--- config.mk ---
export PLATFORM = sky130hd
export DESIGN_NAME = ascii_decimal_frame_parser
export DESIGN_NICKNAME = d
export VERILOG_FILES = /design/src/hw/rtl/adfp_pkg.sv /design/src/hw/rtl/ascii_decimal_frame_parser.sv /design/src/hw/rtl/adfp_parse.sv
export SDC_FILE = /design/constraint.sdc
export NUM_CORES = 1
export LEC_CHECK = 0
export BUFFER_PORTS_ARGS = -buffer_cell sky130_fd_sc_hd__buf_2
export CORE_UTILIZATION = 54
export CTS_BUF_LIST = sky130_fd_sc_hd__clkbuf_4
export DETAILED_ROUTE_END_ITERATION = 10
export GPL_TIMING_DRIVEN = 0
export PLACE_DENSITY_LB_ADDON = 0.1
export SKIP_LAST_GASP = 1
export SYNTH_ARGS = -nofsm -noshare
export SYNTH_HDL_FRONTEND = slang
export SYNTH_SLANG_ARGS = --single-unit
--- constraint.sdc ---
create_clock -name clock -period 10.4 [get_ports clock]
set_clock_uncertainty 0.15 [all_clocks]
set_input_delay 1.56 -clock clock [delete_from_list [all_inputs] [get_ports clock]]
set_output_delay 1.56 -clock clock [all_outputs]
set_load 0.01 [all_outputs]
--- src/hw/rtl/adfp_pkg.sv ---
package adfp_pkg;

   localparam int MAX_VALUE_CHARS  = 16;
   localparam int MIN_BUFFER_BYTES = 5;
   localparam int FRACTION_DIGITS  = 3;

   localparam int UNIT_SCALE      = 10 ** FRACTION_DIGITS;
   localparam int LENGTH_BITS     = $clog2(MAX_VALUE_CHARS + 1);
   localparam int COUNT_BITS      = $clog2(MIN_BUFFER_BYTES + 1);
   localparam int FRAC_COUNT_BITS = $clog2(FRACTION_DIGITS + 1);
   localparam int FRAC_BITS       = $clog2(UNIT_SCALE);
   localparam int SCALE_BITS      = $clog2(UNIT_SCALE + 1);

   localparam logic [31:0] MAG_LIMIT     = 32'h7FFF_FFFF;
   localparam logic [31:0] INT_LIMIT_HI  = MAG_LIMIT / 10;
   localparam logic [3:0]  INT_LIMIT_REM = 4'(MAG_LIMIT % 10);
   localparam logic [31:0] INT_SAT_LIMIT = MAG_LIMIT / UNIT_SCALE;
   localparam int          INT_PROD_BITS = $clog2(INT_SAT_LIMIT + 1);

   localparam logic [7:0] CHAR_HASH   = 8'h23;
   localparam logic [7:0] CHAR_DOLLAR = 8'h24;
   localparam logic [7:0] CHAR_PLUS   = 8'h2B;
   localparam logic [7:0] CHAR_MINUS  = 8'h2D;
   localparam logic [7:0] CHAR_DOT    = 8'h2E;
   localparam logic [7:0] CHAR_ZERO   = 8'h30;
   localparam logic [7:0] CHAR_NINE   = 8'h39;

   localparam logic ACTION_BYTE = 1'b0;
   localparam logic ACTION_READ = 1'b1;

   typedef enum logic [1:0] {
      PHASE_SEARCH  = 2'd0,
      PHASE_COLLECT = 2'd1,
      PHASE_DONE    = 2'd2
   } phase_type;

   typedef struct packed {
      logic                       ok;
      logic                       negative;
      logic                       overflow;
      logic [31:0]                int_acc;
      logic [FRAC_BITS-1:0]       frac_acc;
      logic [FRAC_COUNT_BITS-1:0] frac_count;
   } frame_info_type;

   function automatic logic [SCALE_BITS-1:0] fraction_scale(
      input logic [FRAC_COUNT_BITS-1:0] count
   );
      logic [SCALE_BITS-1:0] s;
      s = SCALE_BITS'(1);
      for (int i = 0; i < FRACTION_DIGITS; i++) begin
         if (i >= int'(count)) begin
            s = SCALE_BITS'(s * SCALE_BITS'(10));
         end
      end
      return s;
   endfunction

endpackage

--- src/hw/rtl/ascii_decimal_frame_parser.sv ---
// Parses framed ASCII decimal numbers ("#<text>$") from a byte stream.
// Request channel (req_): one word per cycle while req_stall is low. req_action selects a byte
// delivery or a read of the held position; req_last_byte marks the end of
// a receive buffer. Bytes that are not last give no response word.
// Response channel (rsp_): one word for each read and each buffer end,
// carrying the frame verdict, the parsed value in thousandths, the
// saturation flag, the held position and the fresh flag.
// Throughput is one request word per cycle unless req_stall is high; the
// per-byte multiply-by-ten and add of the parse state sets that rate. A
// response word passes through the input register, the finalize stage
// with the scaling multiply and the output register.
// Reset clears the parse state, the held position and the fresh flag.
// When the receiver holds rsp_stall, the output word holds, the finalize
// stage fills, and req_stall rises only once a result-bearing word cannot
// move on; plain bytes keep flowing into the parser until then.
module ascii_decimal_frame_parser (
   input  logic               clock,
   input  logic               reset,
   input  logic               req_valid,
   output logic               req_stall,
   input  logic               req_action,
   input  logic [7:0]         req_data_byte,
   input  logic               req_last_byte,
   output logic               rsp_valid,
   input  logic               rsp_stall,
   output logic               rsp_frame_ok,
   output logic signed [31:0] rsp_frame_value,
   output logic               rsp_saturated,
   output logic signed [31:0] rsp_held_position,
   output logic               rsp_fresh
);
   import adfp_pkg::*;

   logic        a_valid_ff, a_valid_in;
   logic        a_action_ff;
   logic [7:0]  a_byte_ff;
   logic        a_last_ff;
   logic        a_result;
   logic        a_fire;
   logic        a_step;

   logic           b_valid_ff, b_valid_in;
   logic           b_read_ff;
   frame_info_type b_info_ff;
   frame_info_type parse_info;
   logic           b_fire;
   logic           b_free;

   logic        o_free;
   logic        rsp_valid_ff, rsp_valid_in;
   logic        ok_ff;
   logic [31:0] value_ff;
   logic        sat_ff;
   logic [31:0] held_out_ff;
   logic        fresh_out_ff;

   logic [31:0] store_ff, store_in;
   logic        fresh_ff, fresh_in;

   logic [31:0] int_scaled;
   logic [31:0] frac_scaled;
   logic [31:0] mag_sum;
   logic        int_big;
   logic        sat;
   logic [31:0] mag;
   logic [31:0] value;
   logic        ok_out;
   logic [31:0] value_out;
   logic        sat_out;
   logic [31:0] held_out;
   logic        fresh_out;

   assign o_free   = !rsp_valid_ff || !rsp_stall;
   assign b_fire   = b_valid_ff && o_free;
   assign b_free   = !b_valid_ff || o_free;
   assign a_result = (a_action_ff == ACTION_READ) || a_last_ff;
   assign a_fire   = a_valid_ff && (!a_result || b_free);
   assign a_step   = a_fire && (a_action_ff == ACTION_BYTE);

   assign req_stall    = a_valid_ff && !a_fire;
   assign a_valid_in   = (req_valid && !req_stall) || (a_valid_ff && !a_fire);
   assign b_valid_in   = (a_fire && a_result) || (b_valid_ff && !b_fire);
   assign rsp_valid_in = b_fire || (rsp_valid_ff && rsp_stall);

   adfp_parse u_parse (
      .clock     (clock),
      .reset     (reset),
      .step      (a_step),
      .data_byte (a_byte_ff),
      .last_byte (a_last_ff),
      .info      (parse_info)
   );

   assign int_big     = b_info_ff.overflow || (b_info_ff.int_acc > INT_SAT_LIMIT);
   assign int_scaled  = 32'(b_info_ff.int_acc[INT_PROD_BITS-1:0]) * 32'(UNIT_SCALE);
   assign frac_scaled = 32'(b_info_ff.frac_acc) * 32'(fraction_scale(b_info_ff.frac_count));
   assign mag_sum     = int_scaled + frac_scaled;
   assign sat         = int_big || (mag_sum > MAG_LIMIT);
   assign mag         = sat ? MAG_LIMIT : mag_sum;
   assign value       = b_info_ff.negative ? (32'd0 - mag) : mag;

   always_comb begin
      store_in  = store_ff;
      fresh_in  = fresh_ff;
      ok_out    = 1'b0;
      value_out = '0;
      sat_out   = 1'b0;
      held_out  = store_ff;
      fresh_out = fresh_ff;
      if (b_read_ff) begin
         fresh_in = 1'b0;
      end else begin
         if (b_info_ff.ok) begin
            store_in  = value;
            fresh_in  = 1'b1;
            ok_out    = 1'b1;
            value_out = value;
            sat_out   = sat;
         end
         held_out  = store_in;
         fresh_out = fresh_in;
      end
   end

   always_ff @(posedge clock) begin
      if (reset) begin
         a_valid_ff   <= 1'b0;
         b_valid_ff   <= 1'b0;
         rsp_valid_ff <= 1'b0;
         store_ff     <= '0;
         fresh_ff     <= 1'b0;
      end else begin
         a_valid_ff   <= a_valid_in;
         b_valid_ff   <= b_valid_in;
         rsp_valid_ff <= rsp_valid_in;
         if (b_fire) begin
            store_ff <= store_in;
            fresh_ff <= fresh_in;
         end
      end
   end

   always_ff @(posedge clock) begin
      if (req_valid && !req_stall) begin
         a_action_ff <= req_action;
         a_byte_ff   <= req_data_byte;
         a_last_ff   <= req_last_byte;
      end
      if (a_fire && a_result) begin
         b_read_ff <= (a_action_ff == ACTION_READ);
         b_info_ff <= parse_info;
      end
      if (b_fire) begin
         ok_ff        <= ok_out;
         value_ff     <= value_out;
         sat_ff       <= sat_out;
         held_out_ff  <= held_out;
         fresh_out_ff <= fresh_out;
      end
   end

   assign rsp_valid         = rsp_valid_ff;
   assign rsp_frame_ok      = ok_ff;
   assign rsp_frame_value   = value_ff;
   assign rsp_saturated     = sat_ff;
   assign rsp_held_position = held_out_ff;
   assign rsp_fresh         = fresh_out_ff;

   a_bad_value : assert property (@(posedge clock) disable iff (reset)
      rsp_valid && !rsp_frame_ok |-> (rsp_frame_value == 32'sd0) && !rsp_saturated)
      else $error("value or saturation reported on a frame that failed");

   a_ok_held : assert property (@(posedge clock) disable iff (reset)
      rsp_valid && rsp_frame_ok |-> (rsp_held_position == rsp_frame_value) && rsp_fresh)
      else $error("good frame did not update held position and fresh flag");

   a_read_clears : assert property (@(posedge clock) disable iff (reset)
      b_fire && b_read_ff |=> !fresh_ff)
      else $error("fresh flag survived a read");

   a_no_lost_word : assert property (@(posedge clock) disable iff (reset)
      b_valid_ff && !b_fire |=> b_valid_ff)
      else $error("finalize stage dropped a word");

endmodule

--- src/hw/rtl/adfp_parse.sv ---
module adfp_parse (
   input  logic                   clock,
   input  logic                   reset,
   input  logic                   step,
   input  logic [7:0]             data_byte,
   input  logic                   last_byte,
   output adfp_pkg::frame_info_type info
);
   import adfp_pkg::*;

   phase_type                  phase_ff, phase_in;
   logic [COUNT_BITS-1:0]      count_ff, count_in;
   logic [LENGTH_BITS-1:0]     length_ff, length_in;
   logic                       negative_ff, negative_in;
   logic                       dot_ff, dot_in;
   logic                       digit_ff, digit_in;
   logic                       error_ff, error_in;
   logic [31:0]                int_ff, int_in;
   logic                       overflow_ff, overflow_in;
   logic [FRAC_BITS-1:0]       frac_ff, frac_in;
   logic [FRAC_COUNT_BITS-1:0] frac_count_ff, frac_count_in;

   logic [3:0]  digit;
   logic [31:0] int_limit;
   logic        is_digit;

   assign digit     = 4'(data_byte - CHAR_ZERO);
   assign is_digit  = (data_byte >= CHAR_ZERO) && (data_byte <= CHAR_NINE);
   assign int_limit = (digit > INT_LIMIT_REM) ? (INT_LIMIT_HI - 32'd1) : INT_LIMIT_HI;

   always_comb begin
      phase_in      = phase_ff;
      count_in      = count_ff;
      length_in     = length_ff;
      negative_in   = negative_ff;
      dot_in        = dot_ff;
      digit_in      = digit_ff;
      error_in      = error_ff;
      int_in        = int_ff;
      overflow_in   = overflow_ff;
      frac_in       = frac_ff;
      frac_count_in = frac_count_ff;

      if (count_ff < COUNT_BITS'(MIN_BUFFER_BYTES)) begin
         count_in = count_ff + COUNT_BITS'(1);
      end

      case (phase_ff)
         PHASE_SEARCH: begin
            if (data_byte == CHAR_HASH) begin
               phase_in = PHASE_COLLECT;
            end
         end
         PHASE_COLLECT: begin
            if (data_byte == CHAR_DOLLAR) begin
               phase_in = PHASE_DONE;
            end else if (length_ff >= LENGTH_BITS'(MAX_VALUE_CHARS)) begin
               error_in = 1'b1;
            end else begin
               length_in = length_ff + LENGTH_BITS'(1);
               if ((length_ff == '0) &&
                   ((data_byte == CHAR_MINUS) || (data_byte == CHAR_PLUS))) begin
                  negative_in = (data_byte == CHAR_MINUS);
               end else if (data_byte == CHAR_DOT) begin
                  if (dot_ff) begin
                     error_in = 1'b1;
                  end
                  dot_in = 1'b1;
               end else if (is_digit) begin
                  digit_in = 1'b1;
                  if (!dot_ff) begin
                     if (overflow_ff || (int_ff > int_limit)) begin
                        overflow_in = 1'b1;
                        int_in      = MAG_LIMIT;
                     end else begin
                        int_in = (int_ff << 3) + (int_ff << 1) + 32'(digit);
                     end
                  end else if (int'(frac_count_ff) < FRACTION_DIGITS) begin
                     frac_in       = FRAC_BITS'((frac_ff << 3) + (frac_ff << 1)
                                                + FRAC_BITS'(digit));
                     frac_count_in = frac_count_ff + FRAC_COUNT_BITS'(1);
                  end
               end else begin
                  error_in = 1'b1;
               end
            end
         end
         default: begin
         end
      endcase
   end

   always_comb begin
      info.ok         = (phase_in == PHASE_DONE) && !error_in && digit_in &&
                        (count_in >= COUNT_BITS'(MIN_BUFFER_BYTES));
      info.negative   = negative_in;
      info.overflow   = overflow_in;
      info.int_acc    = int_in;
      info.frac_acc   = frac_in;
      info.frac_count = frac_count_in;
   end

   always_ff @(posedge clock) begin
      if (reset || (step && last_byte)) begin
         phase_ff      <= PHASE_SEARCH;
         count_ff      <= '0;
         length_ff     <= '0;
         negative_ff   <= 1'b0;
         dot_ff        <= 1'b0;
         digit_ff      <= 1'b0;
         error_ff      <= 1'b0;
         int_ff        <= '0;
         overflow_ff   <= 1'b0;
         frac_ff       <= '0;
         frac_count_ff <= '0;
      end else if (step) begin
         phase_ff      <= phase_in;
         count_ff      <= count_in;
         length_ff     <= length_in;
         negative_ff   <= negative_in;
         dot_ff        <= dot_in;
         digit_ff      <= digit_in;
         error_ff      <= error_in;
         int_ff        <= int_in;
         overflow_ff   <= overflow_in;
         frac_ff       <= frac_in;
         frac_count_ff <= frac_count_in;
      end
   end

endmodule
==> results.toml, run 1 <==
[die]
dieHeight_um = 197
die_area_sq_mm = 0.0387
start_util_pct = 55.4
ios = 83
core_sq_mm = 0.0370
row_count = 70
fp.dieW_um = 197

[grt]
grt_max_degree = 47
gr-total-overflow = 0
grt_pass1_wl_um = 83800
grt_antenna_before_repair = 1
track_usage_pct = 27.1
grt_pass1_vias = 16431

[worst_setup_path]
worstReg2RegEnd = "rsp_held_position[30]"
required_ns = 10.70
start_kind = "flip-flop"
crit_fanout = 11
crit_slowest_cell = "or4_4"
r2r-start = "b_info_ff[18]"
crit_top_cell = "fa_1"
cpPeakStageDelay_ns = 0.60
path_class = "flip-flop to flip-flop"
critPathCaptureType = "flip-flop"
r2r_setup_slack_ns = 0.28
rr_worst_depth = 40
crit_arrival_ns = 10.42

[flow_run]
cap_violations = 0

[synth]
seq_area_frac_synth_pct = 27.6
avgSynthCellArea_sq_um = 9.49
synth-async-reset-ratio_pct = 0
syn_area_sq_mm = 0.0205
synthTopCellsByArea = "edfxtp_1, fa_1, ha_1"
synth_seq_cells = 220
synth_commonest_cells = "inv_1, ha_1, nor2_1"
ys.warnings.count = 0
synth-main-ff-cell = "edfxtp_1"
synthDistinctLibCells = 106
synth_edf_count = 125
syn_inst = 2157
synth_top_area_share_pct = 18.3
yosysTopAreaCell = "edfxtp_1"
synth_most_common_cell = "inv_1"

[layout]
fillers = 3234
area.growth.synth_to_final_pct = 13.6
layout-drive-gt1-share_pct = 16.4
multi_input_area_sq_mm = 0.0141
final_cells = 2904
register_area_sq_mm = 0.00566
fin_area_sq_mm = 0.0232
utilization_pct = 62.9
layout.nets = 2743

[drt]
ant_nets = 0
drt_iter0_drc = 1051
dr.pass1.iters = 5
via_per_inst = 5.67
vias = 16480
drcViolationCount = 0
wl_per_cell_um = 17.8
wirelength_um = 51600

[sta]
relSlewSlack_pct = 15.7
fin_tns_setup_ns = 0
setup_viol = 0
worst_pin_slew_ns = 1.26
report.final.hold_viol_count = 0
min_period_ns = 10.12
finalMaxSlewViolations = 0
timing.final.ws_setup_ns = 0.282
post-route-period-util_pct = 97.3
timing.fmax_mhz = 98.8

[worst_hold_path]
holdPathEnd = "fresh_ff"
hold_path_depth = 1
hp-start = "b_read_ff"
hold_class = "flip-flop to flip-flop"

[power_and_ir_drop]
powerDensity_mw_per_mm2 = 286
leakage_uw = 0.0102
peakVddDrop_mv = 0.471

[status]
status = "completed"

[cts]
cts_tree = "built"
cts_max_level = 2
cts_made_buffers = 55
cts_hold_buf = 0
clk_pin_slew_ns = 0.07
cts_buffer_depth = 3
clock_latency_ns = 0.72
root_buffer = "clkbuf_4"
numClockSinks = 220

[placement]
dp_cells = 2752
place_area_sq_mm = 0.0216
dp_hpwl_um = 40300
portBuffers = 81
gp_congestion = 0.917
place_ws_ns = -1.53
-- layout by cell type (no fill, tap or decap), types with 32 or more instances in the layout --
| cell | synthesis | routed |
|---|---|---|
| inv_1 | 240 | 226 |
| nor2_1 | 199 | 191 |
| ha_1 | 211 | 190 |
| nand2_1 | 186 | 181 |
| fa_1 | 162 | 162 |
| edfxtp_1 | 125 | 125 |
| a21oi_1 | 112 | 104 |
| dfxtp_1 | 95 | 95 |
| buf_2 | 5 | 85 |
| o21ai_0 | 89 | 83 |
| clkbuf_4 | 3 | 82 |
| buf_4 | 4 | 57 |
| clkbuf_1 | 47 | 44 |
| xnor2_1 | 47 | 43 |
| nand2b_1 | 39 | 39 |
| xor2_1 | 39 | 36 |
| nand3_1 | 37 | 36 |
| nor3_1 | 33 | 32 |
-- kinds of logic after synthesis --
group / synth area share [%]
AND/OR/NAND/NOR: 15.8
AO/OA/AOI/OAI: 16.1
adder cells (fa/ha/maj): 28.7
buffers and inverters: 6.44
flip-flops: 27.6
XOR/XNOR: 3.81
multiplexers: 1.42
other: 0.0367
-- how the worst max path moves through the flow --
stage / slack, ns / to / cells past startpoint / startpoint
2_1_floorplan: 0.03 / rsp_held_position[30] / 42 / b_info_ff[13]
3_3_place_gp: -1.43 / rsp_frame_value[30] / 42 / b_info_ff[12]
3_5_place_dp: -1.53 / rsp_frame_value[30] / 42 / b_info_ff[12]
4_1_cts: 0.007 / rsp_frame_value[30] / 39 / b_info_ff[13]
5_1_grt: -0.04 / rsp_held_position[30] / 40 / b_info_ff[14]
6_report: 0.28 / rsp_held_position[30] / 40 / b_info_ff[18]
-- area by class of cell --
type / instances / share of cell area, %
repair buffers: 138 / 3.72
flip-flops and latches: 220 / 24.3
diodes: 1 / 0.0108
clock buffers: 78 / 2.52
plain buffers: 74 / 1.68
multi-input cells: 1626 / 60.5
clock inverters: 22 / 0.635
well taps: 504 / 2.71
inverters: 241 / 3.92
-- sequential cells by signal, indices dropped and copies added (netlist names), 2 cells and up, named ones only --
signal and cells:
rsp_frame_value 32, store_ff 32, u_parse.frac_count_ff 2, b_info_ff 47, rsp_held_position 32, a_byte_ff 8, u_parse.length_ff 5, u_parse.frac_ff 10
u_parse.int_ff 32, u_parse.phase_ff 2
-- stage by stage --
stage | power [uW] | hold slack (ns)
CTS | 6080 | 0.299
finish | 6660 | 0.297
global placement | 4970 | 0.284
global route | 7220 | 0.335
detailed placement | 5020 | 0.291
floorplan | 4150 | 0.273
-- power by group --
group,switching [uW],leakage [uW],total [uW],internal (uW)
logic,2960,0.00786,4940,1980
clock network,361,0.000436,760,398
registers,17.7,0.00194,957,940
total,3340,0.0102,6660,3320
-- worst max-delay path, delay by kind of cell, from the launching register on --
| family | cells | cell delay [ns] |
|---|---|---|
| AO/OA/AOI/OAI | 10 | 1.63 |
| XOR/XNOR | 2 | 0.32 |
| adder cells (fa/ha/maj) | 9 | 3.58 |
| buffers and inverters | 6 | 0.52 |
| flip-flops | 1 | 0.46 |
| AND/OR/NAND/NOR | 13 | 3.19 |
-- timing repair --
action | CTS | global route
gates resized for setup | 45 | 71
setup buffers | 26 | 29
setup endpoints to repair | 33 | 23
pin swaps | 14 | 61
-- metal layers --
metal | up-vias | GRT usage, % | routed length (um)
li1 | 7962 | - | -
met1 | 8041 | 35.6 | 22800
met2 | 407 | 47.4 | 25600
met3 | 70 | 2.50 | 2020
met4 | 0 | 7.98 | 1220
met5 | - | 0 | 0
No activity file was read; power rests on OpenSTA's default activity.
==> run 2: changes to the inputs <==
CORE_UTILIZATION = 30   (was 54)
clock period = 8.7 ns   (was 10.4 ns; I/O delays follow)
==> run 2 against run 1 <==
  * The flow now finishes with violations (negative setup slack)
  * Critical path type unchanged
  * Worst hold slack better by 0.0071 ns
  * Sequential share of layout area decreased by 1.5 points
  * Fmax rose by 2.3%
==> results.toml, run 2 (same netlist as run 1, synthesis figures left out) <==
[grt]
track_usage_pct = 17.0
grt_max_degree = 46
grt_antenna_before_repair = 3
grt_pass1_vias = 16939
gr-total-overflow = 0
grt_pass1_wl_um = 92700

[power_and_ir_drop]
powerDensity_mw_per_mm2 = 377
leakage_uw = 0.0106
peakVddDrop_mv = 0.413

[sta]
timing.final.ws_setup_ns = -1.19
finalMaxSlewViolations = 0
report.final.hold_viol_count = 0
rsz0062_at_grt = "yes"
hold-worst-slack_ns = 0.304
timing.fmax_mhz = 101
post-route-period-util_pct = 114
relSlewSlack_pct = 31.2
worst_pin_slew_ns = 1.02
setup_viol = 36
min_period_ns = 9.89

[cts]
numClockSinks = 220
cts_buffer_depth = 3
root_buffer = "clkbuf_4"
cts_tree = "built"
clock_latency_ns = 0.77
cts_max_level = 3
cts_hold_buf = 0
cts_made_buffers = 67
clk_pin_slew_ns = 0.07

[drt]
wirelength_um = 58500
drt_iter0_drc = 729
ant_nets = 0
via_per_inst = 4.90
wl_per_cell_um = 17.6
vias = 16310
dr.pass1.iters = 5
drcViolationCount = 0

[worst_setup_path]
critPathCaptureType = "flip-flop"
start_kind = "flip-flop"
cpPeakStageDelay_ns = 0.56
required_ns = 9.07
crit_arrival_ns = 10.26
path_class = "flip-flop to flip-flop"
crit_fanout = 5
crit_slowest_cell = "fa_1"

[layout]
final_common_cell = "inv_1"
fillers = 6850
area.growth.synth_to_final_pct = 20.9
layout-drive-gt1-share_pct = 21.0
top_register = "b_info_ff"
layout_common_cells = "inv_1, nor2_1, ha_1"
layout.nets = 2787
utilization_pct = 36.8
largest_reg_flops = 47
register_area_sq_mm = 0.00566
multi_input_area_sq_mm = 0.0146

[die]
start_util_pct = 30.4
core_sq_mm = 0.0673
row_count = 95
die_area_sq_mm = 0.0693
fp.dieW_um = 263
dieHeight_um = 263
ios = 83

[flow_run]
cap_violations = 0

[placement]
portBuffers = 81
gp_congestion = 0.880
dp_hpwl_um = 46500
place_ws_ns = -2.52

[worst_hold_path]
hold_class = "flip-flop to flip-flop"

[status]
violations = "negative setup slack"
status = "complete, but fails checks"
-- run 2: changes by cell type in the layout (fill, tap and decap cells not counted), sizes merged, moves of 2 or more --
cell    delta
buf       +33
clkbuf    +15
clkinv     +3
diode      +2
-- run 2: timing repair --
action                     4_1_cts  5_1_grt
setup buffers                   46       41
gates resized for setup         88      116
setup endpoints to repair       84       74
pin swaps                       54       80
-- run 2: cell type report --
cell class	instances	area share (%)
Timing Repair Buffer	169	4.56
Tap cell	873	4.42
Clock inverter	28	0.865
Buffer	75	1.65
Antenna cell	3	0.0303
Multi-Input combinational cell	1626	59.1
Inverter	241	3.70
Clock buffer	94	2.85
Sequential cell	220	22.9
-- run 2: critical path, delay by kind of cell, from the launching register on --
family / cells / cell delay [ns]
XOR/XNOR: 3 / 0.46
flip-flops: 1 / 0.47
buffers and inverters: 7 / 0.56
AO/OA/AOI/OAI: 8 / 1.15
AND/OR/NAND/NOR: 13 / 2.93
adder cells (fa/ha/maj): 10 / 3.93
-- run 2: power breakdown --
group / total [uW] / switching [uW] / internal [uW]
Clock: 1090 / 495 / 598
Combinational: 7090 / 4160 / 2930
Sequential: 1150 / 22.1 / 1120
-- run 2: path summary, 6_finish.rpt --
kind	startpoint	depth (start not counted)	slack (ns)	endpoint
max	b_info_ff[14]	41	-1.19	rsp_held_position[30]
max reg2reg	b_info_ff[14]	41	-1.19	rsp_held_position[30]
min reg2reg	b_read_ff	1	0.30	fresh_ff
min	b_read_ff	1	0.30	fresh_ff
-- run 2: layer usage --
layer	vias to the layer above	GRT usage, %	share of wire [%]
met4	0	5.93	2.7
li1	8048	-	-
met1	7942	21.1	45
met3	79	2.98	3.3
met5	-	0	0
met2	241	29.4	49
-- run 2: through the flow --
step           area (sq um)  TNS, ns  total power [uW]  cells
4_1_cts               23900   -30.79              8050   3290
6_report              24700   -27.47              9330   3329
5_1_grt               24700   -44.37             10100   3329
3_5_place_dp          22200   -84.08              6380   3123
2_1_floorplan         20600   -14.74              5180   2165
3_3_place_gp          22100   -88.20              6370   3119
==> run 3: changes to the inputs <==
TNS_END_PERCENT = 5   (was unset)
==> run 3 against run 2 <==
  * The flow still finishes with violations (negative setup slack)
  * Worst hold slack lost 0.014 ns
  * Non-clock buffer count shrank 15
  * Global-route usage shrank 0.11 points
  * Sequential power about the same
  * Sequential share of layout area is 0.58 points higher
  * Total power fell by 10%
  * Die area stayed put
  * Combinational power shrank 12%
  * Setup slack lost 0.052 ns
  * Count of clock-buffer cells in the layout up 3
  * Largest cell class unchanged
==> results.toml, run 3 (same netlist as run 1, synthesis figures left out) <==
[status]
status = "complete, but fails checks"
violations = "negative setup slack"

[worst_hold_path]
hold_class = "flip-flop to flip-flop"
holdPathEnd = "fresh_ff"
hold_path_depth = 1
hp-start = "b_read_ff"

[cts]
cts_buffer_depth = 3
cts_tree = "built"
cts_made_buffers = 61
root_buffer = "clkbuf_4"
numClockSinks = 220
clock_latency_ns = 0.81
clk_pin_slew_ns = 0.07
cts_max_level = 2

[power_and_ir_drop]
peakVddDrop_mv = 0.458
power_uw = 8390
leakage_uw = 0.0104
powerDensity_mw_per_mm2 = 347

[worst_setup_path]
crit_top_cell = "fa_1"
start_kind = "flip-flop"
path_class = "flip-flop to flip-flop"
crit_arrival_ns = 10.34
r2r-start = "b_info_ff[14]"
crit_fanout = 5
path_buf_inv = 7
worstReg2RegEnd = "rsp_held_position[30]"
required_ns = 9.10
rr_worst_depth = 40
critPathCaptureType = "flip-flop"
path_delay_family = "adder cells"
cpPeakStageDelay_ns = 0.58
crit_slowest_cell = "or4_4"
r2r_setup_slack_ns = -1.24

[die]
dieHeight_um = 263
die_area_sq_mm = 0.0693
start_util_pct = 30.4
ios = 83
fp.dieW_um = 263
row_count = 95
core_sq_mm = 0.0673

[sta]
setup_viol = 46
fin_tns_setup_ns = -30.03
post-route-period-util_pct = 114
timing.fmax_mhz = 101
rsz0062_at_grt = "yes"
min_period_ns = 9.94
report.final.hold_viol_count = 0
timing.final.ws_setup_ns = -1.24
worst_pin_slew_ns = 1.30
relSlewSlack_pct = 13.2
hold-worst-slack_ns = 0.290
finalMaxSlewViolations = 0

[placement]
place_ws_ns = -2.64
portBuffers = 81
place_area_sq_mm = 0.0222
gp_congestion = 0.867
dp_hpwl_um = 46300

[grt]
track_usage_pct = 16.9
grt_max_degree = 56
met3_usage_pct = 3.03
top_usage_layer = "met2"
grt_pass1_vias = 16911
use_met2_pct = 29.2
gr-usage-met1_pct = 20.9
grt_pass1_wl_um = 92500
gr-total-overflow = 0
grt_antenna_before_repair = 1

[drt]
wirelength_um = 57700
drcViolationCount = 0
dr.pass1.iters = 5
drt_iter0_drc = 758
wl_per_cell_um = 17.4
via_per_inst = 4.92
vias = 16285
ant_nets = 0

[layout]
top_register = "b_info_ff"
fin_area_sq_mm = 0.0241
final_common_cell = "inv_1"
largest_reg_flops = 47
layout.nets = 2766
area.growth.synth_to_final_pct = 17.9
layout_common_cells = "inv_1, nor2_1, ha_1"
layout-drive-gt1-share_pct = 17.6

[flow_run]
cap_violations = 0
-- run 3: cell types whose count changed in the layout (fill, tap and decap cells not counted), sizes merged --
cell      delta
clkinvlp     -1
clkbuf       +3
inv          -1
buf         -15
bufinv       -2
clkinv       -5
-- run 3: what timing repair did --
action                                  in CTS  in global routing
pin swaps                                   43                 55
buffers inserted                            51                 19
gates resized for setup                     84                 33
hold buffers                                 0                  0
endpoints found under the setup margin      82                 73
gates cloned                                 0                  0
-- run 3: layer usage --
layer	wire length (um)	up-vias	part of all wire, %
met3	2460	89	4.3
met1	25600	7880	44
met5	0	-	0
met2	27900	272	48
met4	1670	0	2.9
li1	-	8044	-
-- run 3: through the flow --
stage | utilization (%) | instances
floorplan | - | 2165
global placement | 32.9 | 3119
detailed placement | 33.0 | 3122
CTS | 35.4 | 3288
global route | 35.9 | 3306
finish | 35.9 | 3308
-- run 3: worst reg2reg max path, delay by kind of cell, from the launching register on --
family | cells | cell delay [ns]
buf+inv | 7 | 0.72
simple gates | 12 | 2.81
flops | 1 | 0.40
compound gates | 10 | 1.78
xor+xnor | 2 | 0.35
fa+ha+maj | 9 | 3.53
-- run 3: final cells by class --
| type | instances | area, sq um |
|---|---|---|
| diodes | 3 | 7.51 |
| plain buffers | 75 | 413 |
| flip-flops and latches | 220 | 5660 |
| multi-input cells | 1626 | 14200 |
| fillers | 6984 | 43100 |
| clock inverters | 19 | 110 |
| well taps | 873 | 1090 |
| inverters | 241 | 911 |
| repair buffers | 154 | 1000 |
| clock buffers | 97 | 728 |
-- run 3: worst max path at each step --
stage                  start                     to  slack, ns  cells past startpoint
2_1_floorplan  b_info_ff[13]  rsp_held_position[30]      -1.04                     42
3_3_place_gp   b_info_ff[20]  rsp_held_position[28]      -2.68                     39
3_5_place_dp   b_info_ff[13]  rsp_held_position[28]      -2.64                     37
4_1_cts        b_info_ff[14]  rsp_held_position[28]      -1.28                     42
5_1_grt        b_info_ff[14]  rsp_held_position[30]      -1.61                     42
6_report       b_info_ff[14]  rsp_held_position[30]      -1.24                     40
-- run 3: power breakdown --
group / internal, uW / switching (uW) / leakage [uW]
sequential: 1120 / 21.8 / 0.00194
combinational: 2510 / 3730 / 0.00796
clock: 536 / 467 / 0.000496
total: 4170 / 4220 / 0.0104
